==> src/tlt_pkg.sv <==
package tlt_pkg;

    localparam int COORD_W             = 24;
    localparam int WIDTH_W             = 16;
    localparam int COLOR_W             = 32;
    localparam int NRM_BITS            = 15;
    localparam int WIDTH_FRAC_BITS     = 8;
    localparam int COORD_FRAC_BITS_DEF = 8;
    localparam int VERTS               = 6 * 3;
    localparam int VIDX_W              = $clog2(VERTS);
    localparam int DIFF_W              = COORD_W + 1;
    localparam int RAD_W               = 2 * DIFF_W + 2;
    localparam int ROOT_W              = RAD_W / 2;
    localparam int REM_W               = ROOT_W + 1;
    localparam int NUM_W               = DIFF_W + NRM_BITS + 2;
    localparam int Q_W                 = NRM_BITS + 1;
    localparam int PROD_W              = Q_W + WIDTH_W;
    localparam int NW_W                = 26;
    localparam int SUM_W               = NW_W + 2;
    localparam int FIFO_DEPTH          = 2;

    localparam logic signed [COORD_W-1:0] COORD_MAX = {1'b0, {(COORD_W-1){1'b1}}};
    localparam logic signed [COORD_W-1:0] COORD_MIN = {1'b1, {(COORD_W-1){1'b0}}};

    localparam logic [2:0] CORNER_ORDER [VERTS] = '{
        3'd0, 3'd1, 3'd2, 3'd3, 3'd1, 3'd2, 3'd3, 3'd4, 3'd2,
        3'd3, 3'd4, 3'd5, 3'd6, 3'd4, 3'd5, 3'd6, 3'd7, 3'd5
    };

    typedef struct packed {
        logic signed [COORD_W-1:0] start_x;
        logic signed [COORD_W-1:0] start_y;
        logic signed [COORD_W-1:0] end_x;
        logic signed [COORD_W-1:0] end_y;
        logic [WIDTH_W-1:0]        offset_width;
        logic [7:0]                color_red;
        logic [7:0]                color_green;
        logic [7:0]                color_blue;
        logic [7:0]                color_alpha;
    } t_in_item;

    typedef struct packed {
        logic signed [COORD_W-1:0] vertex_x;
        logic signed [COORD_W-1:0] vertex_y;
        logic [COLOR_W-1:0]        vertex_color;
        logic                      last_vertex;
    } t_out_item;

    typedef struct packed {
        t_in_item            item;
        logic [DIFF_W-1:0]   ax;
        logic [DIFF_W-1:0]   ay;
        logic                nx_neg;
        logic                ny_neg;
        logic                zero;
        logic [ROOT_W-1:0]   len;
    } t_job;

    typedef struct packed {
        logic signed [COORD_W-1:0] start_x;
        logic signed [COORD_W-1:0] start_y;
        logic signed [COORD_W-1:0] end_x;
        logic signed [COORD_W-1:0] end_y;
        logic signed [NW_W-1:0]    nw_x;
        logic signed [NW_W-1:0]    nw_y;
        logic [COLOR_W-1:0]        color;
    } t_seg;

    typedef struct packed {
        logic full;
        logic empty;
    } t_fifo_st;

    typedef struct packed {
        logic use_start;
        logic n_pos;
        logic t_neg;
        logic t_pos;
    } t_corner;

    function automatic t_corner corner_of(input logic [2:0] c);
        t_corner r;
        r.use_start = c[2];
        r.n_pos     = c[0];
        r.t_neg     = (c[2:1] == 2'b00);
        r.t_pos     = (c[2:1] == 2'b11);
        return r;
    endfunction

endpackage

==> src/tlt_fifo.sv <==
module tlt_fifo (
    input  logic              i_clk,
    input  logic              i_rst_n,
    input  logic              i_push_valid,
    output logic              o_push_ready,
    input  tlt_pkg::t_seg     i_push_data,
    output logic              o_pop_valid,
    input  logic              i_pop_ready,
    output tlt_pkg::t_seg     o_pop_data,
    output tlt_pkg::t_fifo_st o_status
);

    localparam int PTR_W = $clog2(tlt_pkg::FIFO_DEPTH);
    localparam int CNT_W = $clog2(tlt_pkg::FIFO_DEPTH + 1);

    tlt_pkg::t_seg    r_mem [tlt_pkg::FIFO_DEPTH];
    logic [PTR_W-1:0] r_wr, r_rd;
    logic [CNT_W-1:0] r_cnt;
    logic             w_push, w_pop;

    assign o_status.full  = (r_cnt == CNT_W'(tlt_pkg::FIFO_DEPTH));
    assign o_status.empty = (r_cnt == '0);
    assign o_push_ready   = !o_status.full;
    assign o_pop_valid    = !o_status.empty;
    assign o_pop_data     = r_mem[r_rd];
    assign w_push         = i_push_valid && o_push_ready;
    assign w_pop          = o_pop_valid && i_pop_ready;

    always_ff @(posedge i_clk) begin
        if (!i_rst_n) begin
            r_wr  <= '0;
            r_rd  <= '0;
            r_cnt <= '0;
        end else begin
            if (w_push) begin
                r_wr <= (r_wr == PTR_W'(tlt_pkg::FIFO_DEPTH - 1)) ? '0 : r_wr + 1'b1;
            end
            if (w_pop) begin
                r_rd <= (r_rd == PTR_W'(tlt_pkg::FIFO_DEPTH - 1)) ? '0 : r_rd + 1'b1;
            end
            r_cnt <= r_cnt + CNT_W'(w_push) - CNT_W'(w_pop);
        end
    end

    always_ff @(posedge i_clk) begin
        if (w_push) begin
            r_mem[r_wr] <= i_push_data;
        end
    end

endmodule

==> config.mk <==
export PLATFORM = sky130hd
export DESIGN_NAME = tlt_fifo
export DESIGN_NICKNAME = d
export VERILOG_FILES = /design/src/tlt_pkg.sv /design/src/tlt_fifo.sv
export SDC_FILE = /design/constraint.sdc
export NUM_CORES = 1
export LEC_CHECK = 0
export ABC_AREA = 1
export BUFFER_PORTS_ARGS = -buffer_cell sky130_fd_sc_hd__clkbuf_2
export CORE_MARGIN = 10
export CORE_UTILIZATION = 47
export CTS_CLUSTER_DIAMETER = 200
export DETAILED_ROUTE_END_ITERATION = 8
export PLACE_DENSITY = 0.76
export SLEW_MARGIN = 25
export SYNTH_ARGS = -nofsm -noshare
export SYNTH_HDL_FRONTEND = slang
export SYNTH_SLANG_ARGS = --single-unit
export TNS_END_PERCENT = 20
==> constraint.sdc <==
create_clock -name i_clk -period 9.05 [get_ports i_clk]
set_clock_uncertainty 0.1 [all_clocks]
set_input_delay 0.4525 -clock i_clk [delete_from_list [all_inputs] [get_ports i_clk]]
set_output_delay 0.4525 -clock i_clk [all_outputs]
set_load 0.01 [all_outputs]
==> run summary <==
The area added between synthesis and finish came out at 25.3%. The H-tree was split into 2 levels. The global-route wire length before repair came out at 43200 um. The worst setup path is captured at a primary output.

The shortest period the worst path allows is 3.26 ns. The upper clock frequency limit is 307 MHz. The total wire length after detailed routing is 29300 um. The unique cell type count in the Yosys netlist came out at 12. STA classifies the critical path startpoint as a register. The number of nets with antenna violations after routing is 0. The detailed-placement wirelength estimate came out at 20700 um. The power density over the cells came out at 283 nW/um^2. Registers take 10900 um^2. The worst endpoint data arrival time came out at 2.70 ns. The instance count after placement with tap cells included is 1335. The worst-path cell with the longest stage delay is sky130_fd_sc_hd__dfxtp_4.

The fraction of the cycle the final worst path needs is 36.0%. The number of primary I/O pins came out at 368. The synthesized area per cell is 22.8 um^2. The critical path class is register to primary output. The number of remaining DRC errors came out at 0. The delay of the slowest critical-path stage is 0.86 ns. The number of nets produced by synthesis came out at 784.

The critical path goes through buf_6 -> mux2_2 -> clkbuf_2. The number of I/O port buffers came out at 367. For this block, the initial DRC count from the detailed router was 347. The mapped cell area came out at 13600 um^2. Setup repair after global routing left no endpoint under its margin. The final estimated routing congestion in global placement came out at 0.749. After global routing the overflow that remains totals 0.

The via count of the first global-routing pass came out at 7426. The first-pass detailed-route iteration total is 4. Global routing used 15.4% of the available tracks across all layers. The clock passes through at most 3 buffers.

The number of gates resized after cts is 0. The normalized max-slew margin is 35.8%. The maximum number of pins on one net before global-route repair is 81.

The accumulated negative setup slack came out at 0 ns. The detailed-route via count came out at 6963. The average detailed-routed wire length per instance is 20.8 um. The number of non-filler instances in the completed layout is 1409.

The total count of max-transition violations in the final report came out at 0. The number of standard-cell rows in the floorplan is 62. The path class of the tightest hold or removal check is input pin to register. The number of buffers added by the clock tree synthesis step is 37.

The maximum resistive drop on vdd is 0.000218 V. The width of the die came out at 190 um. The total power is 4.84 mW.

The data required time of the critical path is 8.50 ns. The synthesized instance count is 598. The initial antenna violation count is 3. The final-report hold violation count came out at 0. The tree is rooted in a sky130_fd_sc_hd__clkbuf_16. The initial core utilization came out at 47.5%. The final net count came out at 1181. The die area came out at 36200 um^2. The number of max-cap violations came out at 0. In this run the standard cell core region covers 28700 um^2. The clock latency of the later-clocked register in the worst-skew pair is 0.50 ns. The kind of cell with the highest combined delay on the critical path is flip-flops.

Counting the fill cells in the layout gives 2138. At the pin with the least slew margin, the transition time is 0.962 ns. The final core utilization is 59.5%. TritonCTS built the clock tree. Clock-pin slew was measured on the worst setup and hold paths at 0.06 ns. The number of setup violations in the final report came out at 0. From bottom edge to top edge, the die measures 190 um. The reported leakage power came out at 6.68 nW. The footprint of the multi-input gates is 2520 um^2. Along the worst path, the maximum fanout reaches 68. The fraction of layout cells with a size suffix above 1 came out at 59.3%. The routed via count divided by cell count is 4.94. Yosys printed 0 warnings. The count of clock tree sinks is 365. Sequential elements use 80.0% of the synthesized area. The count of state elements after synthesis came out at 365. The number of buffers and inverters on the critical path came out at 2. The flow ran to the end, and the final reports show no timing, DRC or antenna violations.
==> repair_timing <==
action | CTS | global route
endpoints found under the setup margin | 0 | 0
setup buffers | 0 | 0
hold buffers | 5 | 0
endpoints found under the hold margin | 10 | 0
==> registers in the layout, summed over array words and instances (netlist names), named ones only <==
signal / cells
r_rd: 1
r_mem: 360
r_cnt: 2
r_wr: 1
==> power by group <==
group | total, mW | internal [mW] | switching [mW]
clock | 1.45 | 0.874 | 0.580
combinational | 1.15 | 0.543 | 0.608
sequential | 2.24 | 2.15 | 0.0884
==> Yosys cell counts <==
master                     instances  area [um^2]
sky130_fd_sc_hd__ha_1              2         25.0
sky130_fd_sc_hd__inv_1             9         33.8
sky130_fd_sc_hd__nor2_1            8         30.0
sky130_fd_sc_hd__buf_2             8         40.0
sky130_fd_sc_hd__buf_6            12          135
sky130_fd_sc_hd__dfxtp_1           5          100
sky130_fd_sc_hd__nand2_1           9         33.8
sky130_fd_sc_hd__nand3_1           3         15.0
sky130_fd_sc_hd__a21oi_1           2         10.0
sky130_fd_sc_hd__edfxtp_1        360        10800
sky130_fd_sc_hd__mux2_4          100         1500
sky130_fd_sc_hd__mux2_2           80          901
==> cells by family after synthesis <==
kind of cell	share of synthesized area (%)
AND/OR/NAND/NOR	0.578
buffers and inverters	1.53
adder cells (fa/ha/maj)	0.183
AO/OA/AOI/OAI	0.0734
multiplexers	17.6
flip-flops	80.0
==> layout by cell type, fill, tap and decap left out, types with 5 or more instances in the layout <==
cell type / count
sky130_fd_sc_hd__clkbuf_16: 39
sky130_fd_sc_hd__inv_1: 8
sky130_fd_sc_hd__mux2_4: 100
sky130_fd_sc_hd__clkbuf_2: 367
sky130_fd_sc_hd__clkinv_2: 8
sky130_fd_sc_hd__clkbuf_1: 10
sky130_fd_sc_hd__nand2_1: 9
sky130_fd_sc_hd__dlygate4sd3_1: 5
sky130_fd_sc_hd__clkinv_1: 7
sky130_fd_sc_hd__edfxtp_1: 360
sky130_fd_sc_hd__nor2_1: 7
sky130_fd_sc_hd__mux2_2: 80
==> worst reg2reg max path: cells and delay by family (launching register included) <==
| kind | cells | cell delay (ns) |
|---|---|---|
| DFF | 1 | 0.35 |
| and+or+nand+nor | 3 | 1.00 |
| buffers and inverters | 2 | 0.76 |
==> cell type report <==
cell class | count | share of cell area (%)
flip-flops and latches | 365 | 63.9
multi-input cells | 204 | 14.8
repair buffers | 378 | 11.4
clock buffers | 49 | 5.93
well taps | 384 | 2.81
clock inverters | 19 | 0.967
inverters | 9 | 0.227
diodes | 1 | 0.0146
==> layer usage <==
metal  share of wire [%]  GRT usage, %  vias to the layer above
li1                    -             -                     3159
met1                  37          17.2                     3430
met2                  50          26.3                      309
met3                 9.7          6.07                       63
met4                 2.9          5.69                        2
met5               0.027             0                        -
==> per-stage QoR <==
stage	cell area [um^2]	worst slack [ns]	hold slack (ns)
CTS	17100	5.50	0.000829
global placement	15800	6.03	0.378
detailed placement	15800	6.04	0.397
floorplan	13600	0.116	0.367
finish	17100	5.79	0.0323
global route	17100	5.64	0.00527
==> worst paths after layout <==
kind	from	endpoint	slack (ns)	depth (start not counted)
worst max-delay path	register	o_pop_data[65]	5.79	3
worst min-delay path	i_push_data[159]	r_mem[1][159]	0.03	1
worst max register to register	r_cnt[0]	r_mem[0][142]	6.38	5
worst min register to register	r_rd	r_rd	0.40	2
Power figures use the tool's default switching activity.
