--- config.mk ---
export PLATFORM = sky130hd
export DESIGN_NAME = tlt_front
export DESIGN_NICKNAME = d
export VERILOG_FILES = /design/src/tlt_pkg.sv /design/src/tlt_front.sv
export SDC_FILE = /design/constraint.sdc
export NUM_CORES = 2
export LEC_CHECK = 0
export BUFFER_PORTS_ARGS = -buffer_cell sky130_fd_sc_hd__buf_4
export CAP_MARGIN = 20
export CORE_MARGIN = 2
export CORE_UTILIZATION = 46
export CTS_CLUSTER_SIZE = 8
export DETAILED_ROUTE_END_ITERATION = 8
export HOLD_SLACK_MARGIN = 0.08
export PLACE_DENSITY = 0.7
export SETUP_SLACK_MARGIN = 0.05
export SLEW_MARGIN = 15
export SYNTH_ARGS = -nofsm -noshare
export SYNTH_HDL_FRONTEND = slang
export SYNTH_SLANG_ARGS = --single-unit
--- constraint.sdc ---
create_clock -name i_clk -period 16 [get_ports i_clk]
set_input_delay 1.6 -clock i_clk [delete_from_list [all_inputs] [get_ports i_clk]]
set_output_delay 1.6 -clock i_clk [all_outputs]
set_load 0.02 [all_outputs]
--- src/tlt_pkg.sv ---
package tlt_pkg;

    localparam int COORD_W             = 24;
    localparam int WIDTH_W             = 16;
    localparam int COLOR_W             = 32;
    localparam int NRM_BITS            = 15;
    localparam int WIDTH_FRAC_BITS     = 8;
    localparam int COORD_FRAC_BITS_DEF = 8;
    localparam int VERTS               = 6 * 3;
    localparam int VIDX_W              = $clog2(VERTS);
    localparam int DIFF_W              = COORD_W + 1;
    localparam int RAD_W               = 2 * DIFF_W + 2;
    localparam int ROOT_W              = RAD_W / 2;
    localparam int REM_W               = ROOT_W + 1;
    localparam int NUM_W               = DIFF_W + NRM_BITS + 2;
    localparam int Q_W                 = NRM_BITS + 1;
    localparam int PROD_W              = Q_W + WIDTH_W;
    localparam int NW_W                = 26;
    localparam int SUM_W               = NW_W + 2;
    localparam int FIFO_DEPTH          = 2;

    localparam logic signed [COORD_W-1:0] COORD_MAX = {1'b0, {(COORD_W-1){1'b1}}};
    localparam logic signed [COORD_W-1:0] COORD_MIN = {1'b1, {(COORD_W-1){1'b0}}};

    localparam logic [2:0] CORNER_ORDER [VERTS] = '{
        3'd0, 3'd1, 3'd2, 3'd3, 3'd1, 3'd2, 3'd3, 3'd4, 3'd2,
        3'd3, 3'd4, 3'd5, 3'd6, 3'd4, 3'd5, 3'd6, 3'd7, 3'd5
    };

    typedef struct packed {
        logic signed [COORD_W-1:0] start_x;
        logic signed [COORD_W-1:0] start_y;
        logic signed [COORD_W-1:0] end_x;
        logic signed [COORD_W-1:0] end_y;
        logic [WIDTH_W-1:0]        offset_width;
        logic [7:0]                color_red;
        logic [7:0]                color_green;
        logic [7:0]                color_blue;
        logic [7:0]                color_alpha;
    } t_in_item;

    typedef struct packed {
        logic signed [COORD_W-1:0] vertex_x;
        logic signed [COORD_W-1:0] vertex_y;
        logic [COLOR_W-1:0]        vertex_color;
        logic                      last_vertex;
    } t_out_item;

    typedef struct packed {
        t_in_item            item;
        logic [DIFF_W-1:0]   ax;
        logic [DIFF_W-1:0]   ay;
        logic                nx_neg;
        logic                ny_neg;
        logic                zero;
        logic [ROOT_W-1:0]   len;
    } t_job;

    typedef struct packed {
        logic signed [COORD_W-1:0] start_x;
        logic signed [COORD_W-1:0] start_y;
        logic signed [COORD_W-1:0] end_x;
        logic signed [COORD_W-1:0] end_y;
        logic signed [NW_W-1:0]    nw_x;
        logic signed [NW_W-1:0]    nw_y;
        logic [COLOR_W-1:0]        color;
    } t_seg;

    typedef struct packed {
        logic full;
        logic empty;
    } t_fifo_st;

    typedef struct packed {
        logic use_start;
        logic n_pos;
        logic t_neg;
        logic t_pos;
    } t_corner;

    function automatic t_corner corner_of(input logic [2:0] c);
        t_corner r;
        r.use_start = c[2];
        r.n_pos     = c[0];
        r.t_neg     = (c[2:1] == 2'b00);
        r.t_pos     = (c[2:1] == 2'b11);
        return r;
    endfunction

endpackage

--- src/tlt_front.sv ---
module tlt_front (
    input  logic            i_clk,
    input  logic            i_rst_n,
    input  logic            i_in_valid,
    output logic            o_in_ready,
    input  tlt_pkg::t_in_item i_in_data,
    output logic            o_job_valid,
    input  logic            i_job_ready,
    output tlt_pkg::t_job   o_job
);

    typedef enum logic [4:0] {
        F_IDLE = 5'b00001,
        F_NORM = 5'b00010,
        F_SQ   = 5'b00100,
        F_ROOT = 5'b01000,
        F_HAND = 5'b10000
    } t_fstate;

    localparam int ROOT_STEPS = tlt_pkg::ROOT_W / 2;
    localparam int CNT_W      = $clog2(ROOT_STEPS);

    t_fstate                        r_state;
    tlt_pkg::t_in_item              r_item;
    logic [tlt_pkg::DIFF_W-1:0]     r_ax, r_ay;
    logic                           r_nx_neg, r_ny_neg, r_zero;
    logic [tlt_pkg::RAD_W-1:0]      r_rad;
    logic [tlt_pkg::ROOT_W-1:0]     r_root;
    logic [tlt_pkg::REM_W-1:0]      r_rem;
    logic [CNT_W-1:0]               r_cnt;

    logic                           w_accept;
    logic signed [tlt_pkg::DIFF_W-1:0] w_dx, w_dy;
    logic [tlt_pkg::DIFF_W-1:0]     w_m;
    logic [4:0]                     w_lz;
    logic [tlt_pkg::ROOT_W-1:0]     n_root;
    logic [tlt_pkg::REM_W-1:0]      n_rem;

    assign o_in_ready = (r_state == F_IDLE) || ((r_state == F_HAND) && i_job_ready);
    assign w_accept   = i_in_valid && o_in_ready;

    assign w_dx = tlt_pkg::DIFF_W'(i_in_data.end_x) - tlt_pkg::DIFF_W'(i_in_data.start_x);
    assign w_dy = tlt_pkg::DIFF_W'(i_in_data.end_y) - tlt_pkg::DIFF_W'(i_in_data.start_y);
    assign w_m  = (r_ax > r_ay) ? r_ax : r_ay;

    // leading zeros so the larger magnitude lands on the top bit
    always_comb begin
        w_lz = '0;
        for (int i = 0; i < tlt_pkg::DIFF_W; i++) begin
            if (w_m[i]) begin
                w_lz = 5'(tlt_pkg::DIFF_W - 1 - i);
            end
        end
    end

    // two digit steps of the square root per cycle
    always_comb begin
        logic [tlt_pkg::REM_W+1:0] t_rem;
        logic [tlt_pkg::REM_W+1:0] t_try;
        n_root = r_root;
        n_rem  = r_rem;
        for (int s = 0; s < 2; s++) begin
            t_rem = {n_rem, r_rad[tlt_pkg::RAD_W-1-2*s -: 2]};
            t_try = {1'b0, n_root, 2'b01};
            if (t_rem >= t_try) begin
                n_rem  = tlt_pkg::REM_W'(t_rem - t_try);
                n_root = {n_root[tlt_pkg::ROOT_W-2:0], 1'b1};
            end else begin
                n_rem  = tlt_pkg::REM_W'(t_rem);
                n_root = {n_root[tlt_pkg::ROOT_W-2:0], 1'b0};
            end
        end
    end

    always_ff @(posedge i_clk) begin
        if (!i_rst_n) begin
            r_state <= F_IDLE;
        end else begin
            unique case (r_state)
                F_IDLE, F_HAND: begin
                    if (w_accept) begin
                        r_state <= F_NORM;
                    end else if (r_state == F_HAND && i_job_ready) begin
                        r_state <= F_IDLE;
                    end
                end
                F_NORM: begin
                    r_state <= r_zero ? F_HAND : F_SQ;
                end
                F_SQ: begin
                    r_state <= F_ROOT;
                end
                F_ROOT: begin
                    if (r_cnt == CNT_W'(ROOT_STEPS - 1)) begin
                        r_state <= F_HAND;
                    end
                end
                default: begin
                    r_state <= F_IDLE;
                end
            endcase
        end
    end

    always_ff @(posedge i_clk) begin
        if (w_accept) begin
            r_item   <= i_in_data;
            r_ax     <= w_dx[tlt_pkg::DIFF_W-1] ? tlt_pkg::DIFF_W'(-w_dx) : w_dx;
            r_ay     <= w_dy[tlt_pkg::DIFF_W-1] ? tlt_pkg::DIFF_W'(-w_dy) : w_dy;
            r_nx_neg <= (w_dy > 0);
            r_ny_neg <= w_dx[tlt_pkg::DIFF_W-1];
            r_zero   <= (w_dx == 0) && (w_dy == 0);
        end
        if (r_state == F_NORM) begin
            r_ax <= tlt_pkg::DIFF_W'(r_ax << w_lz);
            r_ay <= tlt_pkg::DIFF_W'(r_ay << w_lz);
        end
        if (r_state == F_SQ) begin
            r_rad  <= tlt_pkg::RAD_W'(r_ax * r_ax) + tlt_pkg::RAD_W'(r_ay * r_ay);
            r_root <= '0;
            r_rem  <= '0;
            r_cnt  <= '0;
        end
        if (r_state == F_ROOT) begin
            r_rad  <= {r_rad[tlt_pkg::RAD_W-5:0], 4'b0000};
            r_root <= n_root;
            r_rem  <= n_rem;
            r_cnt  <= r_cnt + 1'b1;
        end
    end

    assign o_job_valid  = (r_state == F_HAND);
    assign o_job.item   = r_item;
    assign o_job.ax     = r_ax;
    assign o_job.ay     = r_ay;
    assign o_job.nx_neg = r_nx_neg;
    assign o_job.ny_neg = r_ny_neg;
    assign o_job.zero   = r_zero;
    assign o_job.len    = r_root;

endmodule

==> run summary <==
RSZ-0062 raised after global routing -> false
Yosys top cell area share -> 36.3%
Register area share after synthesis -> 16.2%
Critical Path RT -> 16350 ps
Initial Util -> 46.3%
Vias in the first global route -> 46500
Final instance area -> 0.0630 sq mm
Area leader, netlist -> fa_1
Die ar. -> 0.127 sq mm
Clk_lat worst skew -> 660 ps
Detailed-router iteration count before antenna repair -> 9
Number of synthesized flops with an enable pin -> 302
Met2 wire length -> 79400 um
Final-report hold violation count -> 0
Xor-xnor portion of the synthesized cell area -> 2.60%
Setup Crit Path Kind -> flip-flop to flip-flop
Primary FF master, synth -> edfxtp_1
CP max stage cell -> edfxtp_1
Yosys reg bits -> 311
PortBufs -> 372
Htree depth -> 2
Final HPWL DP -> 136000 um
Actual slew at the worst max-slew pin -> 1100 ps
Layout cells sized above 1 -> 9.18%
CTS tree -> built
Clk buf depth -> 3
Clock root buffer -> clkbuf_16
Reg2Reg Depth -> 28
Final setup violating endpoints -> 0
Setup bufs post-CTS -> 0
1st-iter DRT viols -> 3659
Vias/cell -> 5.51
Die height -> 357 um
Mapped Area -> 0.0572 sq mm
Yosys warning count -> 0
Cell with the most instances after synthesis -> inv_1
Total wire length -> 174000 um
Worst Path Arrival -> 11160 ps
Synth Instances -> 6024
Maxcap violations -> 0
Headroom to the max-slew limit -> 26.2%
Asr flop ratio synth -> 0%
Post-Syn Nets -> 7720
Final TNS setup -> 0 ps
Final Max Tran Viols -> 0
Residual DRC -> 0
Wire per inst -> 22.0 um
CORE AREA -> 0.124 sq mm
CTS Sinks -> 311
Hold crit path type -> flip-flop to flip-flop
Met3 WL -> 18200 um
Routability cong. -> 0.953
Mean Syn Cell Area -> 9.50 sq um
F_max -> 0.0925 GHz
Routed met1 length -> 68400 um
Synth top cells by count -> inv_1, fa_1, nand2_1, ha_1, nor2_1
Layout Nets -> 7969
Slowest stage delay, CP -> 960 ps
Critical path fanouts, max -> 17
Pin count of the biggest net entering global routing -> 79
Netlist cell types -> 96
Post-DP Area -> 0.0617 sq mm
Multiplexer share of the synthesized area -> 2.44%
I/O pin count -> 373
Combinational family with the most area after synthesis -> adder cells
DIE WIDTH -> 357 um
Area delta synth->final -> 10.1%
GRT Total Usage -> 27.7%
CP endpoint kind -> flip-flop
Post-synthesis compound-gate area fraction -> 9.04%
First-pass GRT wire length -> 270000 um
Highest metal used -> met5
Worst Hold Path Cells -> 2
Post-CTS Hold Buffers -> 0
Adder-cell share of the synthesized area -> 47.4%
Status -> finished, final reports clean
Period minus WS final -> 10810 ps
Period Utilization, post-route -> 67.5%
Num CTS Buffers -> 47
Setup crit start kind -> flip-flop
Row Count -> 129
Post-CTS sizing -> 0
Number of routed nets with antenna violations -> 0
Crit path top cell by count -> fa_1
Worst Skew -> 43.6 ps
Antenna violations before repair -> 5
Clock transition at path regs -> 70 ps
Synth area leaders -> fa_1, edfxtp_1, ha_1
Vias -> 43700
Ant. Diodes -> 0
Simple logic cell fraction of the synthesized area -> 10.8%
Gr ovfl total -> 0
==> critical path, delay by kind of cell, from the launching register on <==
| family | cells | cell delay (ps) |
|---|---|---|
| AOI/OAI and AO/OA | 9 | 2500 |
| xor gates and xnor gates | 1 | 210 |
| adders and majority gates | 10 | 4770 |
| buffers and inverters | 5 | 1170 |
| DFF | 1 | 960 |
| and+or+nand+nor | 3 | 890 |
==> final cells by class <==
type / instances / area [sq um]
inverter: 1469 / 5520
fill: 11300 / 60600
clock buffer: 65 / 1240
timing repair buffer: 452 / 3390
clock inverter: 9 / 100
multi-input combinational: 3992 / 41400
sequential: 311 / 9250
tap: 1637 / 2050
==> placed cells by master, fill, tap and decap left out, types with 26 or more instances in the layout <==
cell and n:
o21a_1 43, nand2_1 529, nor2_1 372, nand2b_1 33, fa_1 1037, ha_1 511, a21o_1 76, and2_1 134
edfxtp_1 302, xor2_1 77, inv_1 1456, mux2i_1 118, a211oi_1 34, nand3_1 58, a21oi_1 209, clkbuf_16 47
a31oi_1 38, xnor2_1 91, o22ai_1 26, o21ai_0 158, nor2b_1 27, nor3_1 54, buf_4 452
==> final timing paths <==
check	start	to	slack, ps
setup / recovery	r_ay[15]$_DFFE_PP_	r_rad[48]$_DFFE_PP_	5190
hold / removal	r_rad[3]$_SDFFE_PP0P_	r_rad[3]$_SDFFE_PP0P_	470
setup reg to reg	r_ay[15]$_DFFE_PP_	r_rad[48]$_DFFE_PP_	5190
hold reg to reg	r_rad[3]$_SDFFE_PP0P_	r_rad[3]$_SDFFE_PP0P_	470
==> routing by layer <==
metal	up-vias	GRT usage, %
met5	-	0
met4	4	10.9
met3	453	7.50
met2	2113	44.3
met1	21800	35.9
li1	19400	-
==> cells by family after synthesis <==
group / count (synthesis)
adder cells (fa/ha/maj): 1548
buffers and inverters: 1721
XOR/XNOR: 169
AO/OA/AOI/OAI: 788
flip-flops: 311
multiplexers: 137
AND/OR/NAND/NOR: 1350
==> registers in the layout, indices dropped and copies added, names as in the netlist <==
name / count
r_ax: 25
r_state: 5
r_rad: 52
r_ay: 25
r_cnt: 4
o_job: 144
r_zero: 1
r_nx_neg: 1
r_ny_neg: 1
r_root: 26
r_rem: 27
==> per-stage QoR <==
| step | setup slack (ps) | hold WS, ps | instances | util (%) |
|---|---|---|---|---|
| CTS | 5320 | 462 | 7935 | 51.0 |
| floorplan | 7220 | 436 | 6024 | - |
| global route | 4710 | 503 | 7935 | 51.0 |
| finish | 5190 | 467 | 7935 | 51.0 |
| detailed placement | 5410 | 451 | 7861 | 49.9 |
| global placement | 5840 | 444 | 7861 | 49.9 |
Power is left out: the tool's default activity adds up to more than one toggle a clock period on the data nets, which glitch-free logic cannot reach.
