File: config.mk
export PLATFORM = sky130hd
export DESIGN_NAME = tlt_div
export DESIGN_NICKNAME = d
export VERILOG_FILES = /design/src/tlt_pkg.sv /design/src/tlt_div.sv
export SDC_FILE = /design/constraint.sdc
export NUM_CORES = 2
export LEC_CHECK = 0
export BUFFER_PORTS_ARGS = -buffer_cell sky130_fd_sc_hd__buf_2
export CORE_MARGIN = 4
export CORE_UTILIZATION = 50
export DETAILED_ROUTE_END_ITERATION = 10
export MAX_ROUTING_LAYER = met4
export PLACE_DENSITY = 0.82
export SLEW_MARGIN = 20
export SYNTH_ARGS = -nofsm -noshare
export SYNTH_HDL_FRONTEND = slang
export SYNTH_SLANG_ARGS = --single-unit
export TNS_END_PERCENT = 20
File: constraint.sdc
create_clock -name i_clk -period 9.4 [get_ports i_clk]
set_clock_uncertainty 0.2 [all_clocks]
set_input_delay 1.88 -clock i_clk [delete_from_list [all_inputs] [get_ports i_clk]]
set_output_delay 1.88 -clock i_clk [all_outputs]
set_load 0.02 [all_outputs]
File: src/tlt_pkg.sv
package tlt_pkg;

    localparam int COORD_W             = 24;
    localparam int WIDTH_W             = 16;
    localparam int COLOR_W             = 32;
    localparam int NRM_BITS            = 15;
    localparam int WIDTH_FRAC_BITS     = 8;
    localparam int COORD_FRAC_BITS_DEF = 8;
    localparam int VERTS               = 6 * 3;
    localparam int VIDX_W              = $clog2(VERTS);
    localparam int DIFF_W              = COORD_W + 1;
    localparam int RAD_W               = 2 * DIFF_W + 2;
    localparam int ROOT_W              = RAD_W / 2;
    localparam int REM_W               = ROOT_W + 1;
    localparam int NUM_W               = DIFF_W + NRM_BITS + 2;
    localparam int Q_W                 = NRM_BITS + 1;
    localparam int PROD_W              = Q_W + WIDTH_W;
    localparam int NW_W                = 26;
    localparam int SUM_W               = NW_W + 2;
    localparam int FIFO_DEPTH          = 2;

    localparam logic signed [COORD_W-1:0] COORD_MAX = {1'b0, {(COORD_W-1){1'b1}}};
    localparam logic signed [COORD_W-1:0] COORD_MIN = {1'b1, {(COORD_W-1){1'b0}}};

    localparam logic [2:0] CORNER_ORDER [VERTS] = '{
        3'd0, 3'd1, 3'd2, 3'd3, 3'd1, 3'd2, 3'd3, 3'd4, 3'd2,
        3'd3, 3'd4, 3'd5, 3'd6, 3'd4, 3'd5, 3'd6, 3'd7, 3'd5
    };

    typedef struct packed {
        logic signed [COORD_W-1:0] start_x;
        logic signed [COORD_W-1:0] start_y;
        logic signed [COORD_W-1:0] end_x;
        logic signed [COORD_W-1:0] end_y;
        logic [WIDTH_W-1:0]        offset_width;
        logic [7:0]                color_red;
        logic [7:0]                color_green;
        logic [7:0]                color_blue;
        logic [7:0]                color_alpha;
    } t_in_item;

    typedef struct packed {
        logic signed [COORD_W-1:0] vertex_x;
        logic signed [COORD_W-1:0] vertex_y;
        logic [COLOR_W-1:0]        vertex_color;
        logic                      last_vertex;
    } t_out_item;

    typedef struct packed {
        t_in_item            item;
        logic [DIFF_W-1:0]   ax;
        logic [DIFF_W-1:0]   ay;
        logic                nx_neg;
        logic                ny_neg;
        logic                zero;
        logic [ROOT_W-1:0]   len;
    } t_job;

    typedef struct packed {
        logic signed [COORD_W-1:0] start_x;
        logic signed [COORD_W-1:0] start_y;
        logic signed [COORD_W-1:0] end_x;
        logic signed [COORD_W-1:0] end_y;
        logic signed [NW_W-1:0]    nw_x;
        logic signed [NW_W-1:0]    nw_y;
        logic [COLOR_W-1:0]        color;
    } t_seg;

    typedef struct packed {
        logic full;
        logic empty;
    } t_fifo_st;

    typedef struct packed {
        logic use_start;
        logic n_pos;
        logic t_neg;
        logic t_pos;
    } t_corner;

    function automatic t_corner corner_of(input logic [2:0] c);
        t_corner r;
        r.use_start = c[2];
        r.n_pos     = c[0];
        r.t_neg     = (c[2:1] == 2'b00);
        r.t_pos     = (c[2:1] == 2'b11);
        return r;
    endfunction

endpackage

File: src/tlt_div.sv
module tlt_div #(
    parameter int COORD_FRAC_BITS = tlt_pkg::COORD_FRAC_BITS_DEF
) (
    input  logic          i_clk,
    input  logic          i_rst_n,
    input  logic          i_job_valid,
    output logic          o_job_ready,
    input  tlt_pkg::t_job i_job,
    output logic          o_seg_valid,
    input  logic          i_seg_ready,
    output tlt_pkg::t_seg o_seg
);

    typedef enum logic [3:0] {
        D_IDLE = 4'b0001,
        D_DIV  = 4'b0010,
        D_MUL  = 4'b0100,
        D_RND  = 4'b1000
    } t_dstate;

    localparam int SH    = tlt_pkg::NRM_BITS + tlt_pkg::WIDTH_FRAC_BITS - COORD_FRAC_BITS;
    localparam int CNT_W = $clog2(tlt_pkg::Q_W);
    localparam logic [tlt_pkg::PROD_W:0] HALF = (tlt_pkg::PROD_W + 1)'(1) << (SH - 1);

    t_dstate                       r_state;
    tlt_pkg::t_in_item             r_item;
    logic                          r_nx_neg, r_ny_neg;
    logic [tlt_pkg::NUM_W-1:0]     r_remx, r_remy, r_den;
    logic [tlt_pkg::Q_W-1:0]       r_qx, r_qy;
    logic [tlt_pkg::PROD_W-1:0]    r_px, r_py;
    logic [CNT_W-1:0]              r_cnt;

    logic                          w_accept;
    logic [tlt_pkg::NUM_W-1:0]     w_half;
    logic [tlt_pkg::PROD_W:0]      w_rx, w_ry;
    logic [tlt_pkg::NW_W-2:0]      w_mx, w_my;

    assign o_job_ready = (r_state == D_IDLE) || ((r_state == D_RND) && i_seg_ready);
    assign w_accept    = i_job_valid && o_job_ready;
    assign w_half      = tlt_pkg::NUM_W'(i_job.len >> 1);

    always_ff @(posedge i_clk) begin
        if (!i_rst_n) begin
            r_state <= D_IDLE;
        end else begin
            unique case (r_state)
                D_IDLE, D_RND: begin
                    if (w_accept) begin
                        r_state <= i_job.zero ? D_MUL : D_DIV;
                    end else if (r_state == D_RND && i_seg_ready) begin
                        r_state <= D_IDLE;
                    end
                end
                D_DIV: begin
                    if (r_cnt == CNT_W'(tlt_pkg::Q_W - 1)) begin
                        r_state <= D_MUL;
                    end
                end
                D_MUL: begin
                    r_state <= D_RND;
                end
                default: begin
                    r_state <= D_IDLE;
                end
            endcase
        end
    end

    always_ff @(posedge i_clk) begin
        if (w_accept) begin
            r_item   <= i_job.item;
            r_nx_neg <= i_job.nx_neg;
            r_ny_neg <= i_job.ny_neg;
            r_remx   <= (tlt_pkg::NUM_W'(i_job.ay) << tlt_pkg::NRM_BITS) + w_half;
            r_remy   <= (tlt_pkg::NUM_W'(i_job.ax) << tlt_pkg::NRM_BITS) + w_half;
            r_den    <= tlt_pkg::NUM_W'(i_job.len) << tlt_pkg::NRM_BITS;
            r_cnt    <= '0;
            // zero-length segment: normal is (1, 0)
            r_qx     <= i_job.zero ? tlt_pkg::Q_W'(1) << tlt_pkg::NRM_BITS : '0;
            r_qy     <= '0;
        end else if (r_state == D_DIV) begin
            if (r_remx >= r_den) begin
                r_remx <= r_remx - r_den;
                r_qx   <= {r_qx[tlt_pkg::Q_W-2:0], 1'b1};
            end else begin
                r_qx   <= {r_qx[tlt_pkg::Q_W-2:0], 1'b0};
            end
            if (r_remy >= r_den) begin
                r_remy <= r_remy - r_den;
                r_qy   <= {r_qy[tlt_pkg::Q_W-2:0], 1'b1};
            end else begin
                r_qy   <= {r_qy[tlt_pkg::Q_W-2:0], 1'b0};
            end
            r_den <= r_den >> 1;
            r_cnt <= r_cnt + 1'b1;
        end
        if (r_state == D_MUL) begin
            r_px <= r_qx * r_item.offset_width;
            r_py <= r_qy * r_item.offset_width;
        end
    end

    // round half away from zero on the magnitude
    assign w_rx = ((tlt_pkg::PROD_W + 1)'(r_px) + HALF) >> SH;
    assign w_ry = ((tlt_pkg::PROD_W + 1)'(r_py) + HALF) >> SH;
    assign w_mx = w_rx[tlt_pkg::NW_W-2:0];
    assign w_my = w_ry[tlt_pkg::NW_W-2:0];

    assign o_seg_valid   = (r_state == D_RND);
    assign o_seg.start_x = r_item.start_x;
    assign o_seg.start_y = r_item.start_y;
    assign o_seg.end_x   = r_item.end_x;
    assign o_seg.end_y   = r_item.end_y;
    assign o_seg.nw_x    = r_nx_neg ? -$signed({1'b0, w_mx}) : $signed({1'b0, w_mx});
    assign o_seg.nw_y    = r_ny_neg ? -$signed({1'b0, w_my}) : $signed({1'b0, w_my});
    assign o_seg.color   = {r_item.color_alpha, r_item.color_blue,
                            r_item.color_green, r_item.color_red};

endmodule

==> flow_summary.toml <==
[worst_setup_path]
crit_family = "adder cells"
cp-end-kind = "register"
crit_fanout = 20
cpMaxStageDelayCell = "edfxtp_1"
path_class = "register to register"
required_ns = 9.52
critPathLaunchType = "register"
crit_path_max_incr_delay_ns = 0.89
crit_arrival_ns = 7.30
cp_cell_sequence = "buf_4 -> nand2_1 -> fa_1 -> inv_1 -> fa_1 -> inv_1 -> fa_1 -> inv_1 -> fa_1 -> fa_1 -> inv_1 -> fa_1 -> inv_1 -> ha_1 -> nand4_1 -> nor2_1 -> nand4b_1 -> a311oi_1 -> o21ai_0 -> o211ai_1 -> nor4_1 -> nor3_1 -> xnor2_1"
cp_num_buf_inv = 6
crit_top_cell = "fa_1"

[clocking]
path_clk_slew_ns = 0.06
cts-root-buf = "clkbuf_16"
cts_resized = 0
post_cts.repair.setup_buffers = 0
worstSkewPairLatency_ns = 0.59
cts.sinks = 347
cts_tree = "built"
cts_htree_levels = 2
cts_hold_buf = 0
clockBufferDepth = 3
numCtsBuffers = 44

[global_route]
antenna_found_initial = 11
track_usage_pct = 25.4
grt_max_degree = 153
grt_overflow = 0
grt_pass1_vias = 29185
grt_pass1_wl_mm = 156

[logic_synthesis]
ys_seq_area_share_pct = 27.0
ys_types = 90
synth_edf_count = 308
ys_warn_count = 0
async_flop_share_pct = 0
synth-seq-cells = 347
syn_area_per_cell_um2 = 9.45
synth_area_um2 = 37100
ys.flop_type = "edfxtp_1"
synth_fp_nets = 4855
postSynthCellCount = 3929

[placement]
portBuffers = 408
place_congestion = 0.992
hpwl_mm = 76.0

[pwr]
leakagePower_nw = 18.3
p_per_area_nw_per_um2 = 324
internal_power_mw = 6.94
p_sw_mw = 6.14
pwr-share-clk_pct = 12.6
power_mw = 13.1
switching_share_pct = 46.9
seq_power_share_pct = 19.6
combinationalPowerShare_pct = 67.9
vdd_drop_max_v = 0.000988

[final_layout]
syn_to_final_growth_pct = 8.63
drive_gt1_share_pct = 13.2
nets = 5023

[timing]
tightest_slew_ns = 1.09
setup_viol = 0
finalMaxSlewViolations = 0
fmax_ghz = 0.139
period_minus_slack_ns = 7.18
finalHoldViolCount = 0
max_slew_margin_pct = 27.5
min_period_over_period_pct = 76.4
fin_setup_tns_ns = 0
rsz0062_at_grt = "false"

[routing]
drt_wl_total_mm = 98.9
drt_iter0_drc = 2355
vias_per_cell = 5.64
ant_nets = 0
drcViolationCount = 0
drt-pass1-iter-count = 8
via_count = 28780
wl_per_cell_um = 19.4

[floorplan]
core_area_um2 = 73300
start_util_pct = 50.7
die_area_um2 = 78700
die_height_um = 281
ios = 409
rows = 99
dieWidth_um = 281

[status]
outcome = "finished, final reports clean"

[worst_hold_path]
hold_class = "register to register"

[run]
maxCapViolations = 0
## through the flow
| stage | std cells | setup WS, ns | utilization, % | hold WS, ns | area (µm²) |
|---|---|---|---|---|---|
| floorplan | 3929 | 0.976 | - | 0.245 | 37100 |
| global placement | 5008 | 2.36 | 53.1 | 0.258 | 38900 |
| detailed placement | 5008 | 2.30 | 53.1 | 0.267 | 38900 |
| CTS | 5090 | 2.24 | 54.9 | 0.275 | 40300 |
| global route | 5101 | 1.87 | 55.0 | 0.304 | 40300 |
| finish | 5101 | 2.22 | 55.0 | 0.273 | 40300 |
## registers in the layout (all words and copies together) (netlist names), 18 cells and up
name	flops
r_remy	42
o_seg	128
r_remx	42
r_px	18
r_den	41
r_py	18
## power groups by stage
stage	Sequential (mW)	Combinational, mW	Clock (mW)
after floorplan	2.47	6.64	0
after global placement	2.58	8.46	0
after detailed placement	2.59	8.71	0
after CTS	2.56	8.84	1.68
after global routing	2.58	9.93	1.74
final	2.56	8.87	1.64
## worst reg2reg max path, delay by kind of cell, from the launching register on
kind / cells / cell delay [ns]
adders and majority gates: 7 / 3.38
AOI/OAI and AO/OA: 3 / 0.89
DFF: 1 / 0.89
and+or+nand+nor: 6 / 0.87
buffers and inverters: 6 / 0.61
xor gates and xnor gates: 1 / 0.10
## cells in the mapped netlist, drive strengths merged (10+ instances only)
cell      n  area (µm²)
a211oi   11        82.6
a21boi   12        90.1
a21o     63         473
a21oi   191         960
a31oi    25         156
and2    254        1590
and3     30         188
and4     15         131
buf     149        1090
clkbuf  165         619
dfxtp    39         781
edfxtp  308        9250
fa      390        7810
ha      309        3870
inv     516        1940
mux2i    10         100
nand2   519        1960
nand2b   16         100
nand3    69         350
nand4    45         303
nor2    136         521
nor2b    28         175
nor3     48         257
o211ai   18         135
o21a     17         128
o21ai   157         790
o21bai   16         120
o31ai    16         120
or3      18         118
xnor2   137        1200
xor2     77         674
## path summary, 6_finish.rpt
kind         endpoint  slack, ns  cells after the start       start
max          r_px[31]       2.22                     23  r_item[40]
min          r_den[2]       0.27                      2    r_den[3]
max reg2reg  r_px[31]       2.22                     23  r_item[40]
min reg2reg  r_den[2]       0.27                      2    r_den[3]
## final cells by class
class / count / area, µm²
diodes: 9 / 22.5
clock buffers: 53 / 1130
clock inverters: 29 / 239
fillers: 6373 / 33000
inverters: 516 / 1940
multi-input cells: 2752 / 23500
flip-flops and latches: 347 / 10000
well taps: 959 / 1200
repair buffers: 436 / 2280
## layer usage
layer  vias to the layer above  global-route usage (%)  routed length, µm
li1                      13219                       -                  -
met1                     14108                    32.8              40000
met2                      1233                    41.0              47300
met3                       220                    4.93               8400
met4                         0                    7.58               3210
met5                         -                       -                  0
## cells by family (layout without fill, tap and decap cells)
logic type	Yosys count	in the layout	share of synthesized area (%)
other cells	0	9	0
fa+ha+maj	699	699	31.4
flops	347	347	27.0
mux	11	11	0.300
xor+xnor	214	214	5.05
simple gates	1217	1217	16.1
compound gates	611	611	10.3
buf+inv	830	1034	9.82
## cells in the final DEF, fill, tap and decap left out, types with 17 or more instances in the layout
| master | instances |
|---|---|
| buf_2 | 408 |
| nand3_1 | 68 |
| o211ai_1 | 18 |
| nand4_1 | 43 |
| xnor2_1 | 137 |
| nor2_1 | 134 |
| dfxtp_1 | 39 |
| and3_1 | 30 |
| nand2_1 | 516 |
| a21o_1 | 63 |
| fa_1 | 390 |
| xor2_1 | 77 |
| buf_4 | 25 |
| and2_1 | 254 |
| a31oi_1 | 25 |
| edfxtp_1 | 308 |
| ha_1 | 309 |
| nor2b_1 | 28 |
| o21a_1 | 17 |
| clkbuf_16 | 44 |
| o21ai_0 | 151 |
| nor3_1 | 46 |
| a21oi_1 | 190 |
| or3_1 | 17 |
| inv_1 | 515 |
Power figures use the tool's default switching activity.
