File: config.mk
export PLATFORM = sky130hd
export DESIGN_NAME = tlt_back
export DESIGN_NICKNAME = d
export VERILOG_FILES = /design/src/tlt_pkg.sv /design/src/tlt_back.sv
export SDC_FILE = /design/constraint.sdc
export NUM_CORES = 1
export LEC_CHECK = 0
export BUFFER_PORTS_ARGS = -buffer_cell sky130_fd_sc_hd__buf_2
export CAP_MARGIN = 10
export CORE_MARGIN = 2
export CORE_UTILIZATION = 30
export CTS_BUF_LIST = sky130_fd_sc_hd__clkbuf_16
export CTS_CLUSTER_SIZE = 24
export DETAILED_ROUTE_END_ITERATION = 7
export PLACE_DENSITY_LB_ADDON = 0.1
export SYNTH_ARGS = -nofsm -noshare
export SYNTH_HDL_FRONTEND = slang
export SYNTH_SLANG_ARGS = --single-unit
File: constraint.sdc
create_clock -name i_clk -period 7.15 [get_ports i_clk]
set_clock_uncertainty 0.15 [all_clocks]
set_input_delay 1.7875 -clock i_clk [delete_from_list [all_inputs] [get_ports i_clk]]
set_output_delay 1.7875 -clock i_clk [all_outputs]
set_load 0.1 [all_outputs]
File: src/tlt_pkg.sv
package tlt_pkg;

    localparam int COORD_W             = 24;
    localparam int WIDTH_W             = 16;
    localparam int COLOR_W             = 32;
    localparam int NRM_BITS            = 15;
    localparam int WIDTH_FRAC_BITS     = 8;
    localparam int COORD_FRAC_BITS_DEF = 8;
    localparam int VERTS               = 6 * 3;
    localparam int VIDX_W              = $clog2(VERTS);
    localparam int DIFF_W              = COORD_W + 1;
    localparam int RAD_W               = 2 * DIFF_W + 2;
    localparam int ROOT_W              = RAD_W / 2;
    localparam int REM_W               = ROOT_W + 1;
    localparam int NUM_W               = DIFF_W + NRM_BITS + 2;
    localparam int Q_W                 = NRM_BITS + 1;
    localparam int PROD_W              = Q_W + WIDTH_W;
    localparam int NW_W                = 26;
    localparam int SUM_W               = NW_W + 2;
    localparam int FIFO_DEPTH          = 2;

    localparam logic signed [COORD_W-1:0] COORD_MAX = {1'b0, {(COORD_W-1){1'b1}}};
    localparam logic signed [COORD_W-1:0] COORD_MIN = {1'b1, {(COORD_W-1){1'b0}}};

    localparam logic [2:0] CORNER_ORDER [VERTS] = '{
        3'd0, 3'd1, 3'd2, 3'd3, 3'd1, 3'd2, 3'd3, 3'd4, 3'd2,
        3'd3, 3'd4, 3'd5, 3'd6, 3'd4, 3'd5, 3'd6, 3'd7, 3'd5
    };

    typedef struct packed {
        logic signed [COORD_W-1:0] start_x;
        logic signed [COORD_W-1:0] start_y;
        logic signed [COORD_W-1:0] end_x;
        logic signed [COORD_W-1:0] end_y;
        logic [WIDTH_W-1:0]        offset_width;
        logic [7:0]                color_red;
        logic [7:0]                color_green;
        logic [7:0]                color_blue;
        logic [7:0]                color_alpha;
    } t_in_item;

    typedef struct packed {
        logic signed [COORD_W-1:0] vertex_x;
        logic signed [COORD_W-1:0] vertex_y;
        logic [COLOR_W-1:0]        vertex_color;
        logic                      last_vertex;
    } t_out_item;

    typedef struct packed {
        t_in_item            item;
        logic [DIFF_W-1:0]   ax;
        logic [DIFF_W-1:0]   ay;
        logic                nx_neg;
        logic                ny_neg;
        logic                zero;
        logic [ROOT_W-1:0]   len;
    } t_job;

    typedef struct packed {
        logic signed [COORD_W-1:0] start_x;
        logic signed [COORD_W-1:0] start_y;
        logic signed [COORD_W-1:0] end_x;
        logic signed [COORD_W-1:0] end_y;
        logic signed [NW_W-1:0]    nw_x;
        logic signed [NW_W-1:0]    nw_y;
        logic [COLOR_W-1:0]        color;
    } t_seg;

    typedef struct packed {
        logic full;
        logic empty;
    } t_fifo_st;

    typedef struct packed {
        logic use_start;
        logic n_pos;
        logic t_neg;
        logic t_pos;
    } t_corner;

    function automatic t_corner corner_of(input logic [2:0] c);
        t_corner r;
        r.use_start = c[2];
        r.n_pos     = c[0];
        r.t_neg     = (c[2:1] == 2'b00);
        r.t_pos     = (c[2:1] == 2'b11);
        return r;
    endfunction

endpackage

File: src/tlt_back.sv
module tlt_back (
    input  logic               i_clk,
    input  logic               i_rst_n,
    input  logic               i_seg_valid,
    output logic               o_seg_ready,
    input  tlt_pkg::t_seg      i_seg,
    output logic               o_out_valid,
    input  logic               i_out_ready,
    output tlt_pkg::t_out_item o_out_data
);

    localparam logic [tlt_pkg::VIDX_W-1:0] LAST_IDX = tlt_pkg::VIDX_W'(tlt_pkg::VERTS - 1);
    localparam logic signed [tlt_pkg::SUM_W-1:0] SAT_HI = tlt_pkg::SUM_W'(tlt_pkg::COORD_MAX);
    localparam logic signed [tlt_pkg::SUM_W-1:0] SAT_LO = tlt_pkg::SUM_W'(tlt_pkg::COORD_MIN);

    tlt_pkg::t_seg              r_seg;
    logic                       r_busy;
    logic [tlt_pkg::VIDX_W-1:0] r_k;
    logic                       r_out_valid;
    tlt_pkg::t_out_item         r_out;

    logic                       w_adv, w_emit, w_load;
    tlt_pkg::t_corner           w_c;
    logic signed [tlt_pkg::SUM_W-1:0] w_nx, w_ny, w_vx, w_vy;

    assign w_adv       = !r_out_valid || i_out_ready;
    assign w_emit      = r_busy && w_adv;
    assign o_seg_ready = !r_busy || (w_emit && r_k == LAST_IDX);
    assign w_load      = i_seg_valid && o_seg_ready;

    assign w_c  = tlt_pkg::corner_of(tlt_pkg::CORNER_ORDER[r_k]);
    assign w_nx = tlt_pkg::SUM_W'(r_seg.nw_x);
    assign w_ny = tlt_pkg::SUM_W'(r_seg.nw_y);

    // tw = (-nw.y, nw.x)
    always_comb begin
        w_vx = w_c.use_start ? tlt_pkg::SUM_W'(r_seg.start_x) : tlt_pkg::SUM_W'(r_seg.end_x);
        w_vy = w_c.use_start ? tlt_pkg::SUM_W'(r_seg.start_y) : tlt_pkg::SUM_W'(r_seg.end_y);
        w_vx = w_c.n_pos ? w_vx + w_nx : w_vx - w_nx;
        w_vy = w_c.n_pos ? w_vy + w_ny : w_vy - w_ny;
        if (w_c.t_pos) begin
            w_vx = w_vx - w_ny;
            w_vy = w_vy + w_nx;
        end else if (w_c.t_neg) begin
            w_vx = w_vx + w_ny;
            w_vy = w_vy - w_nx;
        end
    end

    always_ff @(posedge i_clk) begin
        if (!i_rst_n) begin
            r_busy      <= 1'b0;
            r_out_valid <= 1'b0;
            r_k         <= '0;
        end else begin
            if (w_load) begin
                r_busy <= 1'b1;
                r_k    <= '0;
            end else if (w_emit) begin
                if (r_k == LAST_IDX) begin
                    r_busy <= 1'b0;
                end
                r_k <= r_k + 1'b1;
            end
            if (w_emit) begin
                r_out_valid <= 1'b1;
            end else if (i_out_ready) begin
                r_out_valid <= 1'b0;
            end
        end
    end

    always_ff @(posedge i_clk) begin
        if (w_load) begin
            r_seg <= i_seg;
        end
        if (w_emit) begin
            priority if (w_vx > SAT_HI) begin
                r_out.vertex_x <= tlt_pkg::COORD_MAX;
            end else if (w_vx < SAT_LO) begin
                r_out.vertex_x <= tlt_pkg::COORD_MIN;
            end else begin
                r_out.vertex_x <= w_vx[tlt_pkg::COORD_W-1:0];
            end
            priority if (w_vy > SAT_HI) begin
                r_out.vertex_y <= tlt_pkg::COORD_MAX;
            end else if (w_vy < SAT_LO) begin
                r_out.vertex_y <= tlt_pkg::COORD_MIN;
            end else begin
                r_out.vertex_y <= w_vy[tlt_pkg::COORD_W-1:0];
            end
            r_out.vertex_color <= r_seg.color;
            r_out.last_vertex  <= (r_k == LAST_IDX);
        end
    end

    assign o_out_valid = r_out_valid;
    assign o_out_data  = r_out;

endmodule

==> results of run 1 <==
flip-flops by register name, indices dropped and copies added (netlist names):
register	flops
o_out_valid	1
r_k	5
r_seg	180
o_out_data	81
r_busy	1
cell families after synthesis:
logic type      after synthesis
compound gates              695
simple gates                643
flops                       268
buf+inv                     240
fa+ha+maj                   178
xor+xnor                    115
mux                           6
worst max path at each step:
stage                           to  cells after the start
finish              o_out_data[71]                     29
global route        o_out_data[55]                     32
CTS                 o_out_data[53]                     25
detailed placement  o_out_data[33]                     25
global placement    o_out_data[33]                     25
floorplan           o_out_data[59]                     35
area by class of cell:
type                       instances  area [sq um]
clock inverter                    23           204
tap                              873          1090
timing repair buffer             598          3960
clock buffer                      34           851
inverter                         147           552
antenna                            1          2.50
sequential                       268          7980
multi-input combinational       1638         11700
fill                            6754         40600
metal layers:
metal / routed length [microns] / vias to the layer above
met2: 37100 / 561
met3: 3850 / 105
met1: 35500 / 8955
li1: - / 9074
met4: 2090 / 2
met5: 13 / -
timing repair:
item	4_1_cts	5_1_grt
gates cloned	1	1
endpoints found under the setup margin	47	48
pin swaps	3	35
resized for setup	13	87
endpoints found under the hold margin	0	0
setup buffers	6	12
power by group:
group	leakage (nW)	internal (mW)	total, mW	switching (mW)
combinational	8.03	2.30	5.99	3.69
clock	0.532	0.944	1.66	0.712
sequential	2.54	2.02	2.11	0.0884
total	11.1	5.26	9.75	4.49
synth_stat cells (8+ instances only):
master / number
a211oi_1: 22
a21o_1: 39
a21oi_1: 184
a21oi_2: 17
a221o_1: 11
a221oi_1: 16
a22oi_1: 14
a311oi_1: 11
a31oi_1: 26
and2_1: 11
and3_1: 11
buf_1: 11
buf_2: 22
clkbuf_1: 50
edfxtp_1: 261
ha_1: 172
inv_1: 145
nand2_1: 259
nand2b_1: 25
nand3_1: 38
nand4_1: 16
nor2_1: 156
nor2b_1: 31
nor3_1: 32
nor4_1: 18
o211ai_1: 23
o21a_1: 20
o21ai_0: 101
o21ai_1: 8
o21ai_2: 9
o21bai_1: 18
o221ai_1: 16
o22ai_1: 28
o31ai_1: 30
o41ai_1: 9
or2_2: 10
or3_1: 10
xnor2_1: 92
xor2_1: 21
critical path: cells and delay by family, from the launching register on:
kind,cells,cell delay (ps)
buf+inv,6,910
flops,1,330
simple gates,4,1410
xor+xnor,3,620
fa+ha+maj,2,570
compound gates,14,2610
==> results.sh, run 1 <==
export IMPL_status="complete, no violations"
export IMPL_path_clk_slew_ps=70
export IMPL_die_w_microns=263
export IMPL_clock_path_buffers=3
export IMPL_slew_headroom=0.360
export IMPL_clock_sinks=268
export IMPL_min_from="r_seg[16]"
export IMPL_min_to="o_out_data[17]"
export IMPL_yosysWarnings=0
export IMPL_pre_cts_ws_ps=-446
export IMPL_final_common_cell="buf_4"
export IMPL_reg2reg_from="r_k[0]"
export IMPL_synth_flop_cell="edfxtp_1"
export IMPL_first_iter_violations=1193
export IMPL_worstSetupStartpointType="register"
export IMPL_netlist_area_sq_um=20200
export IMPL_synth_edf_count=261
export IMPL_power_mw=9.75
export IMPL_synth_area_mux_share=0.00303
export IMPL_async_reset_ff_frac=0
export IMPL_dp_cells=3504
export IMPL_grt_start_max_net_pins=125
export IMPL_synth_seq_cells=268
export IMPL_post_drt_via_cell_ratio=5.22
export IMPL_overflow=0
export IMPL_worst_setup_path_type="reg -> reg"
export IMPL_worstSetupEndpointType="register"
export IMPL_postRouteWirelength_mm=78.5
export IMPL_synth_simple_area_share=0.147
export IMPL_tns_ps=0
export IMPL_maxCapViolations=0
export IMPL_wl_per_cell_microns=21.9
export IMPL_finalCritPeriodShare=0.963
export IMPL_final_util=0.394
export IMPL_worst_pin_slew_ps=960
export IMPL_synth_top_area_share=0.388
export IMPL_fmax_mhz=145
export IMPL_vias=18700
export IMPL_dpl_hpwl_mm=62.0
export IMPL_place_congestion=0.919
export IMPL_place_port_buffers=266
export IMPL_htreeDepth=2
export IMPL_cp_max_fo=6
export IMPL_met2_usage=0.377
export IMPL_reg2reg_depth=29
export IMPL_setup_slack_ps=268
export IMPL_drive_gt1_frac=0.293
export IMPL_ys_seq_area_frac=0.395
export IMPL_ant_nets=0
export IMPL_setup_viol=0
export IMPL_start_util=0.302
export IMPL_placed_area_sq_um=24700
export IMPL_die_y_microns=263
export IMPL_reg2reg_to="o_out_data[71]"
export IMPL_r2r_slack_ps=270
export IMPL_synthXorXnorAreaFrac=0.0513
export IMPL_synthCells=2145
export IMPL_antenna_found_initial=2
export IMPL_required_ps=7310
export IMPL_cts_buffers=34
export IMPL_gr_usage_met3=0.0338
export IMPL_ios=267
export IMPL_core_sq_um=66900
export IMPL_grt_pass1_vias=19000
export IMPL_critPathLaunch="r_k[0]"
export IMPL_final_max_slew_viol_count=0
export IMPL_arrival_ps=7040
export IMPL_period_needed_ps=6880
export IMPL_synth_cell_types=100
export IMPL_synth_compound_area_frac=0.241
export IMPL_cp_slowest_cell="or4_4"
export IMPL_cts_hold_buffers=0
export IMPL_synthAdderAreaFrac=0.112
export IMPL_final_cell_mix="318 x buf_4, 266 x buf_2, 261 x edfxtp_1"
export IMPL_p_leak_nw=11.1
export IMPL_areaGrowthSynthToFinish_pct=30.4
export IMPL_holdWs_ps=253
export IMPL_rsz0062_at_grt="true"
export IMPL_die_area_sq_um=69400
export IMPL_grt_pass1_wl_mm=118
export IMPL_fin_nets=3049
export IMPL_syn_num_nets=2507
export IMPL_powerDensity_nw_per_um2=370
export IMPL_synth_top_family_by_area="compound AO/OA/AOI/OAI gates"
export IMPL_row_count=95
export IMPL_firstDrtPassIters=5
export IMPL_synthTopCellsByArea="edfxtp_1 39%, ha_1 11%, nand2_1 4.8%"
export IMPL_use_met1=0.292
export IMPL_track_usage=0.221
export IMPL_hold_viol_final=0
export IMPL_clk_latency_ps=560
export IMPL_grt_busiest_layer="met2"
export IMPL_holdPathStages=0
export IMPL_fin_cells=3582
export IMPL_crit_path_frequent_cell="buf_4"
export IMPL_cts_tree="done"
export IMPL_drc=0
export IMPL_root_buffer="clkbuf_16"
export IMPL_yosysTopAreaCell="edfxtp_1"
export IMPL_postSynthAreaPerCell_sq_um=9.42
export IMPL_hold_class="reg -> reg"
export IMPL_slowest_delay_ps=580
export IMPL_ir_worst_vdd_mv=0.303
export IMPL_fin_area_sq_um=26300
Power figures use the tool's default switching activity.
==> inputs of run 2 (changes only) <==
- BUFFER_PORTS_ARGS: -buffer_cell sky130_fd_sc_hd__buf_2 -> unset
- DONT_BUFFER_PORTS: unset -> 1
==> run 2 against run 1 <==
Effect of this change: die area stayed put; non-clock buffer count shrank 290; hold slack better by 5.8 ps; sequential power increased by 41%; utilization down 2.0 points; design area down 5.0%; clock power fell by 2%; final cell count down 8.1%; setup slack lost 32 ps; critical path type unchanged; critical endpoint is now o_out_data[63].
==> results.sh, run 2 (synthesis gave the netlist of run 1 again) <==
export IMPL_die_area_sq_um=69400
export IMPL_worstSetupStartpointType="register"
export IMPL_p_leak_nw=9.96
export IMPL_cp_top_family="compound AO/OA/AOI/OAI gates"
export IMPL_drc=0
export IMPL_fillers=6774
export IMPL_final_max_slew_viol_count=0
export IMPL_track_usage=0.214
export IMPL_worstSetupEndpointType="register"
export IMPL_min_from="r_seg[25]"
export IMPL_clock_sinks=268
export IMPL_path_clk_slew_ps=60
export IMPL_pre_cts_ws_ps=-309
export IMPL_finalCritPeriodShare=0.967
export IMPL_grt_pass1_vias=17600
export IMPL_holdPathStages=0
export IMPL_setup_viol=0
export IMPL_dp_cells=3216
export IMPL_final_common_cell="buf_4"
export IMPL_cp_slowest_cell="o41a_1"
export IMPL_power_frac_clock=0.170
export IMPL_ir_worst_vdd_mv=0.177
export IMPL_worst_pin_slew_ps=1060
export IMPL_overflow=0
export IMPL_setup_slack_ps=236
export IMPL_ant_nets=0
export IMPL_fin_cells=3293
export IMPL_worst_setup_path_type="reg -> reg"
export IMPL_sw_frac_of_total=0.467
export IMPL_antenna_found_initial=6
export IMPL_core_sq_um=66900
export IMPL_largest_reg_flops=180
export IMPL_reg2reg_depth=29
export IMPL_start_util=0.302
export IMPL_wl_per_cell_microns=23.3
export IMPL_cts_tree="done"
export IMPL_die_w_microns=263
export IMPL_hold_viol_final=0
export IMPL_ios=267
export IMPL_slew_headroom=0.293
export IMPL_cp_max_fo=9
export IMPL_largest_register="r_seg"
export IMPL_cp_depth=29
export IMPL_vias=17800
export IMPL_reg2reg_from="r_k[0]"
export IMPL_final_cell_mix="294 x buf_4, 261 x edfxtp_1, 258 x nand2_1"
export IMPL_grt_start_max_net_pins=140
export IMPL_post_drt_via_cell_ratio=5.39
export IMPL_drive_gt1_frac=0.219
export IMPL_place_port_buffers=0
export IMPL_root_buffer="clkbuf_16"
export IMPL_powerDensity_nw_per_um2=383
export IMPL_place_congestion=0.949
export IMPL_diodes=0
export IMPL_fmax_mhz=145
export IMPL_dpl_hpwl_mm=60.7
export IMPL_cts_buffers=34
export IMPL_grt_pass1_wl_mm=112
export IMPL_power_mw=9.58
export IMPL_crit_buf_inv=4
export IMPL_combPwrFrac=0.520
export IMPL_row_count=95
export IMPL_slowest_delay_ps=450
export IMPL_cts_hold_buffers=0
export IMPL_postRouteWirelength_mm=76.8
export IMPL_placed_area_sq_um=23200
export IMPL_required_ps=7400
export IMPL_switching_power_mw=4.48
export IMPL_areaGrowthSynthToFinish_pct=23.9
export IMPL_htreeDepth=2
export IMPL_critPathLaunch="r_k[0]"
export IMPL_clk_latency_ps=570
export IMPL_first_iter_violations=1201
export IMPL_maxCapViolations=0
export IMPL_firstDrtPassIters=5
export IMPL_die_y_microns=263
export IMPL_seqPwrFrac=0.310
export IMPL_hold_class="reg -> reg"
export IMPL_status="complete, no violations"
export IMPL_arrival_ps=7170
export IMPL_clock_path_buffers=3
export IMPL_fin_area_sq_um=25000
export IMPL_period_needed_ps=6910
export IMPL_internal_power_mw=5.11
export IMPL_fin_nets=2758
export IMPL_holdWs_ps=259
export IMPL_crit_path_frequent_cell="ha_1"
[run 2: changes by cell type in the layout (fill, tap and decap cells not counted), sizes merged]
cell	before	now
clkinv	10	13
bufinv	2	1
buf	597	307
diode	1	0
clkinvlp	3	1
inv	155	158
and2	13	12
[run 2: stage by stage]
step / TNS, ps / util
final: 0 / 0.374
after global routing: -181 / 0.374
after CTS: 0 / 0.364
after detailed placement: -5550 / 0.347
after global placement: -7410 / 0.347
after floorplan: 0 / -
[run 2: cell type report]
class / instances / area, sq um / area share
well taps: 873 / 1090 / 0.0437
multi-input cells: 1637 / 11900 / 0.474
inverters: 147 / 552 / 0.0221
clock buffers: 34 / 851 / 0.0340
clock inverters: 26 / 189 / 0.00755
repair buffers: 308 / 2480 / 0.0993
flip-flops and latches: 268 / 7980 / 0.319
[run 2: metal layers]
layer / GRT usage / share of wire
met4: 0.0684 / 0.032
met2: 0.357 / 0.47
met1: 0.280 / 0.44
met3: 0.0400 / 0.060
met5: 0 / 0.00082
[run 2: power groups by stage]
stage / sequential [mW] / clock (mW) / combinational [mW]
3_3_place_gp: 3.01 / 0 / 4.60
5_1_grt: 2.99 / 1.74 / 5.41
3_5_place_dp: 3.00 / 0 / 4.62
4_1_cts: 2.98 / 1.68 / 4.67
6_report: 2.97 / 1.62 / 4.98
2_1_floorplan: 2.95 / 0 / 2.96
[run 2: what timing repair did]
item | 4_1_cts | 5_1_grt
setup buffers | 3 | 13
cloned | 0 | 1
pin swaps | 4 | 40
setup endpoints to repair | 47 | 48
resized for setup | 12 | 112
[run 2: path summary, 6_finish.rpt]
path | end | slack [ps]
max | o_out_data[63] | 240
min | o_out_data[26] | 260
max reg2reg | o_out_data[63] | 240
min reg2reg | o_out_data[26] | 260
